==> src/hdl/strt_pkg.sv <==
`timescale 1ns / 1ps
// ----------------------------------------------------------------------------
// strt_pkg
// Types and constants shared by the sorted task record table.
// ----------------------------------------------------------------------------
package strt_pkg;

    localparam int NAME_BYTES = 16;

    typedef enum logic [1:0] {
        OP_INSERT = 2'd0,
        OP_WALK   = 2'd1,
        OP_FLUSH  = 2'd2,
        OP_NONE   = 2'd3
    } op_t;

    typedef enum logic [2:0] {
        MODE_TID  = 3'd0,
        MODE_NAME = 3'd1,
        MODE_CPU  = 3'd2,
        MODE_IO   = 3'd3,
        MODE_MEM  = 3'd4
    } mode_t;

    typedef struct packed {
        logic [21:0] tid;
        logic [63:0] name_first;
        logic [63:0] name_rest;
        logic [61:0] user_time;
        logic [61:0] system_time;
        logic [61:0] read_bytes;
        logic [61:0] write_bytes;
        logic [47:0] resident_size;
    } rec_t;

    typedef struct packed {
        logic [1:0]  op;
        logic        restart;
        logic [21:0] tid;
        logic [63:0] name_first;
        logic [63:0] name_rest;
        logic [61:0] user_time;
        logic [61:0] system_time;
        logic [61:0] read_bytes;
        logic [61:0] write_bytes;
        logic [47:0] resident_size;
    } in_item_t;

    typedef struct packed {
        logic        entry_valid;
        logic        insert_dropped;
        logic [21:0] out_tid;
        logic [63:0] out_name_first;
        logic [63:0] out_name_rest;
        logic [61:0] out_user_time;
        logic [61:0] out_system_time;
        logic [61:0] out_read_bytes;
        logic [61:0] out_write_bytes;
        logic [47:0] out_resident_size;
    } out_item_t;

    // A command as queued from the front part to the back part; the key is
    // already computed for inserts in TID, CPU and IO modes.
    typedef struct packed {
        op_t         op;
        logic        restart;
        mode_t       mode;
        logic [62:0] key;
        logic [127:0] name;
        rec_t        rec;
    } cmd_t;

    typedef enum logic [2:0] {
        BK_IDLE,
        BK_KEY,
        BK_SCAN,
        BK_SHIFT,
        BK_WRITE,
        BK_READ,
        BK_DONE
    } bk_state_t;

    function automatic logic [7:0] fold(input logic [7:0] c);
        fold = (c >= 8'h41 && c <= 8'h5a) ? c + 8'h20 : c;
    endfunction

    function automatic logic [127:0] fold_name(input logic [127:0] n);
        logic [127:0] r;
        for (int i = 0; i < NAME_BYTES; i++) begin
            r[i*8 +: 8] = fold(n[i*8 +: 8]);
        end
        fold_name = r;
    endfunction

    // Zero every byte after the first NUL so that plain compare matches.
    function automatic logic [127:0] trim_name(input logic [127:0] n);
        logic [127:0] r;
        logic         z;
        z = 1'b0;
        for (int i = NAME_BYTES - 1; i >= 0; i--) begin
            r[i*8 +: 8] = z ? 8'h00 : n[i*8 +: 8];
            if (n[i*8 +: 8] == 8'h00) begin
                z = 1'b1;
            end
        end
        trim_name = r;
    endfunction

endpackage

==> src/hdl/strt_front.sv <==
`timescale 1ns / 1ps
// ----------------------------------------------------------------------------
// strt_front
// Accepts transactions, prepares keys and feeds a two-entry command queue.
// ----------------------------------------------------------------------------
module strt_front (
    input  logic              clk,
    input  logic              rst_n,
    input  logic              push,
    output logic              full,
    input  strt_pkg::in_item_t in_item,
    input  logic [2:0]        sort_mode,
    output logic              cmd_valid,
    input  logic              cmd_take,
    output strt_pkg::cmd_t    cmd
);
    import strt_pkg::*;

    cmd_t       q_reg [2];
    logic       wp_reg, wp_next, rp_reg, rp_next;
    logic [1:0] cnt_reg, cnt_next;
    cmd_t       c;
    logic       acc;

    always_comb
    begin
        c.op      = op_t'(in_item.op);
        c.restart = in_item.restart;
        c.mode    = mode_t'(sort_mode);
        c.rec     = '{in_item.tid, in_item.name_first, in_item.name_rest,
                      in_item.user_time, in_item.system_time, in_item.read_bytes,
                      in_item.write_bytes, in_item.resident_size};
        c.name    = trim_name(fold_name({in_item.name_first, in_item.name_rest}));
        case (sort_mode)
            MODE_TID:  c.key = {41'd0, in_item.tid};
            MODE_NAME: c.key = '0;
            MODE_IO:   c.key = {1'b0, in_item.read_bytes} + {1'b0, in_item.write_bytes};
            default:   c.key = {1'b0, in_item.user_time} + {1'b0, in_item.system_time};
        endcase
    end

    assign full      = (cnt_reg == 2'd2);
    assign acc       = push && !full;
    assign cmd_valid = (cnt_reg != 2'd0);
    assign cmd       = q_reg[rp_reg];

    always_comb
    begin
        wp_next  = acc ? ~wp_reg : wp_reg;
        rp_next  = (cmd_take && cmd_valid) ? ~rp_reg : rp_reg;
        cnt_next = cnt_reg + {1'b0, acc} - {1'b0, cmd_take && cmd_valid};
    end

    always_ff @(posedge clk or negedge rst_n)
    begin
        if (!rst_n) begin
            wp_reg  <= 1'b0;
            rp_reg  <= 1'b0;
            cnt_reg <= '0;
        end else begin
            wp_reg  <= wp_next;
            rp_reg  <= rp_next;
            cnt_reg <= cnt_next;
        end
    end

    always_ff @(posedge clk)
    begin
        if (acc) begin
            q_reg[wp_reg] <= c;
        end
    end

    assert property (@(posedge clk) disable iff (!rst_n) cnt_reg <= 2'd2)
        else $error("command queue overfilled");
    assert property (@(posedge clk) disable iff (!rst_n)
        (full && !(cmd_take && cmd_valid)) |=> full)
        else $error("full dropped without a take");
    assert property (@(posedge clk) disable iff (!rst_n)
        (cnt_reg == 2'd0) |-> !cmd_valid)
        else $error("valid command from empty queue");

endmodule

==> config.mk <==
export PLATFORM = sky130hd
export DESIGN_NAME = strt_front
export DESIGN_NICKNAME = d
export VERILOG_FILES = /design/src/hdl/strt_pkg.sv /design/src/hdl/strt_front.sv
export SDC_FILE = /design/constraint.sdc
export NUM_CORES = 1
export LEC_CHECK = 0
export BUFFER_PORTS_ARGS = -buffer_cell sky130_fd_sc_hd__buf_2
export CAP_MARGIN = 5
export CORE_AREA = 2 2 431 433
export CTS_BUF_LIST = sky130_fd_sc_hd__clkbuf_4 sky130_fd_sc_hd__clkbuf_8
export CTS_CLUSTER_DIAMETER = 50
export DETAILED_ROUTE_END_ITERATION = 16
export DIE_AREA = 0 0 433 435
export HOLD_SLACK_MARGIN = 0.08
export PLACE_DENSITY = 0.51
export SETUP_SLACK_MARGIN = 0.02
export SKIP_LAST_GASP = 1
export SYNTH_ARGS = -nofsm -noshare
export SYNTH_HDL_FRONTEND = slang
export SYNTH_SLANG_ARGS = --single-unit
==> constraint.sdc <==
create_clock -name clk -period 39.4 [get_ports clk]
set_clock_uncertainty 0.1 [all_clocks]
set_input_delay 5.91 -clock clk [delete_from_list [all_inputs] [get_ports clk]]
set_output_delay 5.91 -clock clk [all_outputs]
set_load 0.1 [all_outputs]
==> out/qor.csv, run 1 <==
stage,metric,value,unit
sta,fin crit period,11.13,ns
die,Initial Util,0.303,
final_layout,"Core Util, Final",0.372,
die,Die W,433,um
synthesis,"Cell Area, Synth",0.0558,sq mm
sta,RSZ-0062 raised after global routing,false,
critical_path,WP data required,33.39,ns
synthesis,async set-or-reset flop fraction in the synthesized netlist,0.00313,
global_route,Total Routing Usage GR,0.185,
die,die area,0.188,sq mm
synthesis,Synthesis Warnings,0,
place,DP Area,0.0641,sq mm
clock_network,CTS Sinks,1280,
clock_network,CTS tree,done,
clock_network,number of H-tree levels,4,
detailed_routing,drt initial violations,2050,
die,Core Region,0.184,sq mm
detailed_routing,final antenna-violating net count,0,
critical_path,maximum fanout along the worst path,123,
global_route,largest net degree at the start of global routing,155,
clock_network,Worst-path clk slew,0.05,ns
global_route,vias in the first global route,35800,
die,Core Rows,158,
critical_path,element type at the critical path start,register,
sta,period utilization,0.282,
clock_network,# resized after CTS,0,
detailed_routing,Vias,35500,
global_route,antenna violations before repair,28,
detailed_routing,WL/cell,24.5,um
global_route,first-pass GRT wire length,253,mm
clock_network,root buffer cell,clkbuf_8,
clock_network,total setup buffers inserted after CTS,0,
die,Die H,435,um
place,port buffer count,1100,
final_layout,most frequent cells in the layout,"edfxtp_1, buf_2, mux2_2",
critical_path,Setup crit end kind,output pin,
flow_run,maxcap violations,0,
synthesis,Post-synth EDFFs,1276,
detailed_routing,total wire length,181,mm
final_layout,number of flip-flops in the largest register,1276,
sta,final hold vios,0,
synthesis,#FFs+latches synth,1280,
clock_network,Clock Path Buffers,3,
final_layout,share of cells above drive strength 1,0.441,
critical_path,Crit Path Class,register to output pin,
synthesis,Netlist cell types,85,
clock_network,CTS buffer count,219,
clock_network,hold bufs inserted after CTS,0,
place,detailed placer's ending HPWL,133,mm
final_layout,"most common cell after layout, fill and taps aside",edfxtp_1,
sta,Final Max Slew Viols,0,
synthesis,post-synthesis sequential area ratio,0.689,
critical_path,Worst Path Arrival,5.12,ns
global_route,GR Overflow Total,0,
final_layout,final instance area,0.0685,sq mm
place,GP Congestion,0.890,
sta,count of final setup violators,0,
detailed_routing,DR pass1 iterations,5,
detailed_routing,number of vias per cell,4.81,
synthesis,Syn Nets,4094,
synthesis,syn avg cell area,16.0,sq um
die,Ports,1101,
clock_network,"Clk Latency, worst-skew pair",0.94,ns
final_layout,Layout area overhead,22.9,%
min_path,Hold Path Class,register to register,
sta,TNS Setup,0,ns
run_status,status,"finished, final reports clean",
synthesis,"Top FF cell, synth",edfxtp_1,
detailed_routing,DRC viols,0,
synthesis,Synth Instances,3494,
sta,Max Fclk,0.0899,GHz
final_layout,Nets,5306,
sta,worst slew pin tran,1.13,ns
sta,Slew headroom,0.249,
per-stage QoR:
step	cells	hold slack [ns]	worst slack, ns
finish	7382	0.411	28.27
global route	7376	0.450	27.99
CTS	7369	0.407	28.07
detailed placement	6965	0.397	29.18
global placement	6965	0.395	29.15
floorplan	3494	0.360	5.26
layout make-up:
cell class	count	area (sq um)
fillers	17800	116000
flip-flops and latches	1280	38400
multi-input cells	2034	16700
repair buffers	1135	5820
clock buffers	312	3740
well taps	2480	3100
clock inverters	92	609
inverters	36	135
diodes	13	32.5
cell families (layout without fill, tap and decap cells):
family                     Yosys count  count (layout)  share of synthesized area
xor gates and xnor gates           120             120                     0.0188
and+or+nand+nor                    553             553                     0.0516
muxes                              643             643                      0.130
adders and majority gates          144             144                     0.0326
other                                0              13                          0
AOI/OAI and AO/OA                  574             574                     0.0656
DFF                               1280            1280                      0.689
buffers and inverters              180            1575                     0.0129
critical path, cell delays in order, from the launching register on:
cell	delay [ns]
dfrtp_4	0.72
buf_4	0.79
buf_12	0.47
buf_4	0.85
mux2_2	0.41
buf_2	0.46
Yosys cell counts, types with 50 or more instances:
cell	instances	area share
o21ai_0	81	0.0073
and2_1	73	0.0082
xnor2_1	70	0.011
o22ai_1	59	0.0066
a21oi_1	187	0.017
a21o_1	64	0.0086
nand2_1	134	0.0090
nor2_1	93	0.0063
ha_1	142	0.032
mux2_2	638	0.13
clkbuf_1	125	0.0084
edfxtp_1	1276	0.69
xor2_1	50	0.0079
worst paths after layout:
kind	startpoint	endpoint	slack (ns)	cells past startpoint
hold / removal	cnt_reg[1]	cnt_reg[1]	0.41	1
setup reg to reg	cnt_reg[1]	q_reg[1][391]	34.85	5
hold reg to reg	cnt_reg[1]	cnt_reg[1]	0.41	1
min in group asynchronous	rst_n	rp_reg	4.66	1
max in group asynchronous	rst_n	rp_reg	34.41	1
setup / recovery	rp_reg	cmd[567]	28.27	5
metal layers:
layer	vias to the layer above	GRT usage	routed length (um)
li1	16200	-	-
met1	17800	0.214	70400
met2	1212	0.327	92600
met3	301	0.0506	12400
met4	22	0.0617	5430
met5	-	0	137
Power of run 1 is left out: the tool's default activity adds up to more than one toggle a clock period on the data nets, which glitch-free logic cannot reach.
==> run 2, diff against run 1 <==
--- a/config.mk
+++ b/config.mk
@@ -13,7 +13,7 @@
 export DETAILED_ROUTE_END_ITERATION = 16
 export DIE_AREA = 0 0 433 435
 export HOLD_SLACK_MARGIN = 0.08
-export PLACE_DENSITY = 0.51
+export PLACE_DENSITY = 0.53
 export SETUP_SLACK_MARGIN = 0.02
 export SKIP_LAST_GASP = 1
 export SYNTH_ARGS = -nofsm -noshare
==> constraint.sdc (replaced) <==
create_clock -name clk -period 9 [get_ports clk]
set_clock_uncertainty 0.1 [all_clocks]
set_input_delay 1.35 -clock clk [delete_from_list [all_inputs] [get_ports clk]]
set_output_delay 1.35 -clock clk [all_outputs]
set_load 0.1 [all_outputs]
==> run 2 against run 1 <==
Compared with the run above: critical endpoint is now cmd[294]; non-clock buffer count is 4 lower; largest cell class unchanged; die area stayed put; final cell count is 0.18% lower.
==> out/qor.csv, run 2 (same netlist as run 1, synthesis figures left out) <==
stage,metric,value,unit
sta,Final Max Slew Viols,0,
global_route,GR Util met1,0.208,
final_layout,final instance area,0.0685,sq mm
die,Core Rows,158,
global_route,GR Util met3,0.0552,
detailed_routing,drt initial violations,2157,
clock_network,total setup buffers inserted after CTS,0,
sta,Max Fclk,0.176,GHz
final_layout,Nets,5304,
clock_network,root buffer cell,clkbuf_8,
detailed_routing,DR pass1 iterations,6,
detailed_routing,DRC viols,0,
critical_path,Crit-path slowest cell,dfrtp_4,
critical_path,crit-path leading delay family,buffers and inverters,
final_layout,"most common cell after layout, fill and taps aside",edfxtp_1,
place,cell count after placement,6960,
run_status,status,"finished, final reports clean",
clock_network,number of H-tree levels,4,
critical_path,R2R depth,4,
clock_network,"Clk Latency, worst-skew pair",0.97,ns
clock_network,CTS buffer count,221,
final_layout,filler-free cell count of the finished design,7369,
final_layout,share of cells above drive strength 1,0.438,
critical_path,reg2reg setup slack,5.51,ns
clock_network,Clock Path Buffers,3,
final_layout,"Core Util, Final",0.372,
critical_path,Crit Path Class,register to output pin,
clock_network,CTS tree,done,
flow_run,maxcap violations,0,
place,detailed placer's ending HPWL,133,mm
critical_path,crit-path cells,"buf_12, buf_12, mux2_2, buf_2",
clock_network,Worst-path clk slew,0.05,ns
sta,fin crit period,5.67,ns
final_layout,most frequent cells in the layout,"edfxtp_1, buf_2, mux2_2",
final_layout,number of flip-flops in the largest register,1276,
final_layout,Layout area overhead,22.8,%
global_route,first-pass GRT wire length,253,mm
detailed_routing,WL/cell,24.7,um
detailed_routing,total wire length,182,mm
critical_path,Worst Path Arrival,4.22,ns
die,Initial Util,0.303,
sta,final hold vios,0,
global_route,antenna violations before repair,33,
min_path,Hold Path Depth,1,
global_route,GR Overflow Total,0,
global_route,largest net degree at the start of global routing,150,
die,Die W,433,um
critical_path,CP dominant cell by count,buf_12,
place,GP Congestion,0.947,
detailed_routing,Vias,35700,
clock_network,# resized after CTS,0,
min_path,Hold Path Class,register to register,
critical_path,Setup crit end kind,output pin,
global_route,met2 Usage GRT,0.327,
die,Die H,435,um
clock_network,CTS Sinks,1280,
critical_path,WP data required,7.55,ns
die,Ports,1101,
critical_path,Buffers & Inverters on Critical Path,3,
die,Core Region,0.184,sq mm
min_path,hold worst-path end,cnt_reg[1],
detailed_routing,final antenna-violating net count,0,
sta,count of final setup violators,0,
critical_path,Critical Path Max Stage Delay,0.98,ns
global_route,grt peak-use layer,met2,
sta,RSZ-0062 raised after global routing,false,
global_route,vias in the first global route,35900,
global_route,Total Routing Usage GR,0.185,
sta,Slew headroom,0.224,
critical_path,element type at the critical path start,register,
place,port buffer count,1100,
critical_path,Worst R2R Start,cnt_reg[0],
sta,worst slew pin tran,1.16,ns
clock_network,hold bufs inserted after CTS,1,
critical_path,reg2reg end,q_reg[1][334],
die,die area,0.188,sq mm
detailed_routing,number of vias per cell,4.84,
critical_path,maximum fanout along the worst path,149,
sta,period utilization,0.630,
place,DP Area,0.0642,sq mm
min_path,Hold Crit Start,cnt_reg[1],
run 2: per-layer routing:
| layer | wire length, um | part of all wire | vias to the layer above |
|---|---|---|---|
| met5 | 169 | 0.00093 | - |
| met4 | 6830 | 0.038 | 24 |
| met3 | 13700 | 0.075 | 339 |
| met2 | 92700 | 0.51 | 1270 |
| met1 | 68500 | 0.38 | 17900 |
| li1 | - | - | 16100 |
run 2: worst max-delay path by stage:
stage | endpoint | slack [ns] | from | depth (start not counted)
finish | cmd[294] | 3.33 | rp_reg | 4
global route | cmd[294] | 3.10 | rp_reg | 4
CTS | cmd[294] | 3.16 | rp_reg | 4
detailed placement | q_reg[0][625] | 3.21 | in_item[176] | 13
global placement | q_reg[0][636] | 3.08 | in_item[79] | 12
floorplan | q_reg[0][0] | -2.33 | push | 2
run 2: layout make-up:
type | instances | area (sq um)
fill | 17800 | 116000
sequential | 1280 | 38400
multi-input combinational | 2034 | 16700
timing repair buffer | 1131 | 5880
clock buffer | 301 | 3650
tap | 2480 | 3100
clock inverter | 91 | 584
inverter | 36 | 135
antenna | 16 | 40.0
run 2: worst reg2reg max path: cells and delay by family (launching register included):
family	cells	cell delay, ns
buffers and inverters	2	1.49
AND/OR/NAND/NOR	2	1.10
flip-flops	1	0.36
run 2: stage by stage:
stage               setup WS, ns  setup TNS (ns)  hold WS [ns]
detailed placement          3.21               0         0.379
finish                      3.33               0         0.400
floorplan                  -2.33        -1839.18         0.360
global route                3.10               0         0.360
global placement            3.08               0         0.388
CTS                         3.16               0         0.316
Power of run 2 is left out for the same reason.
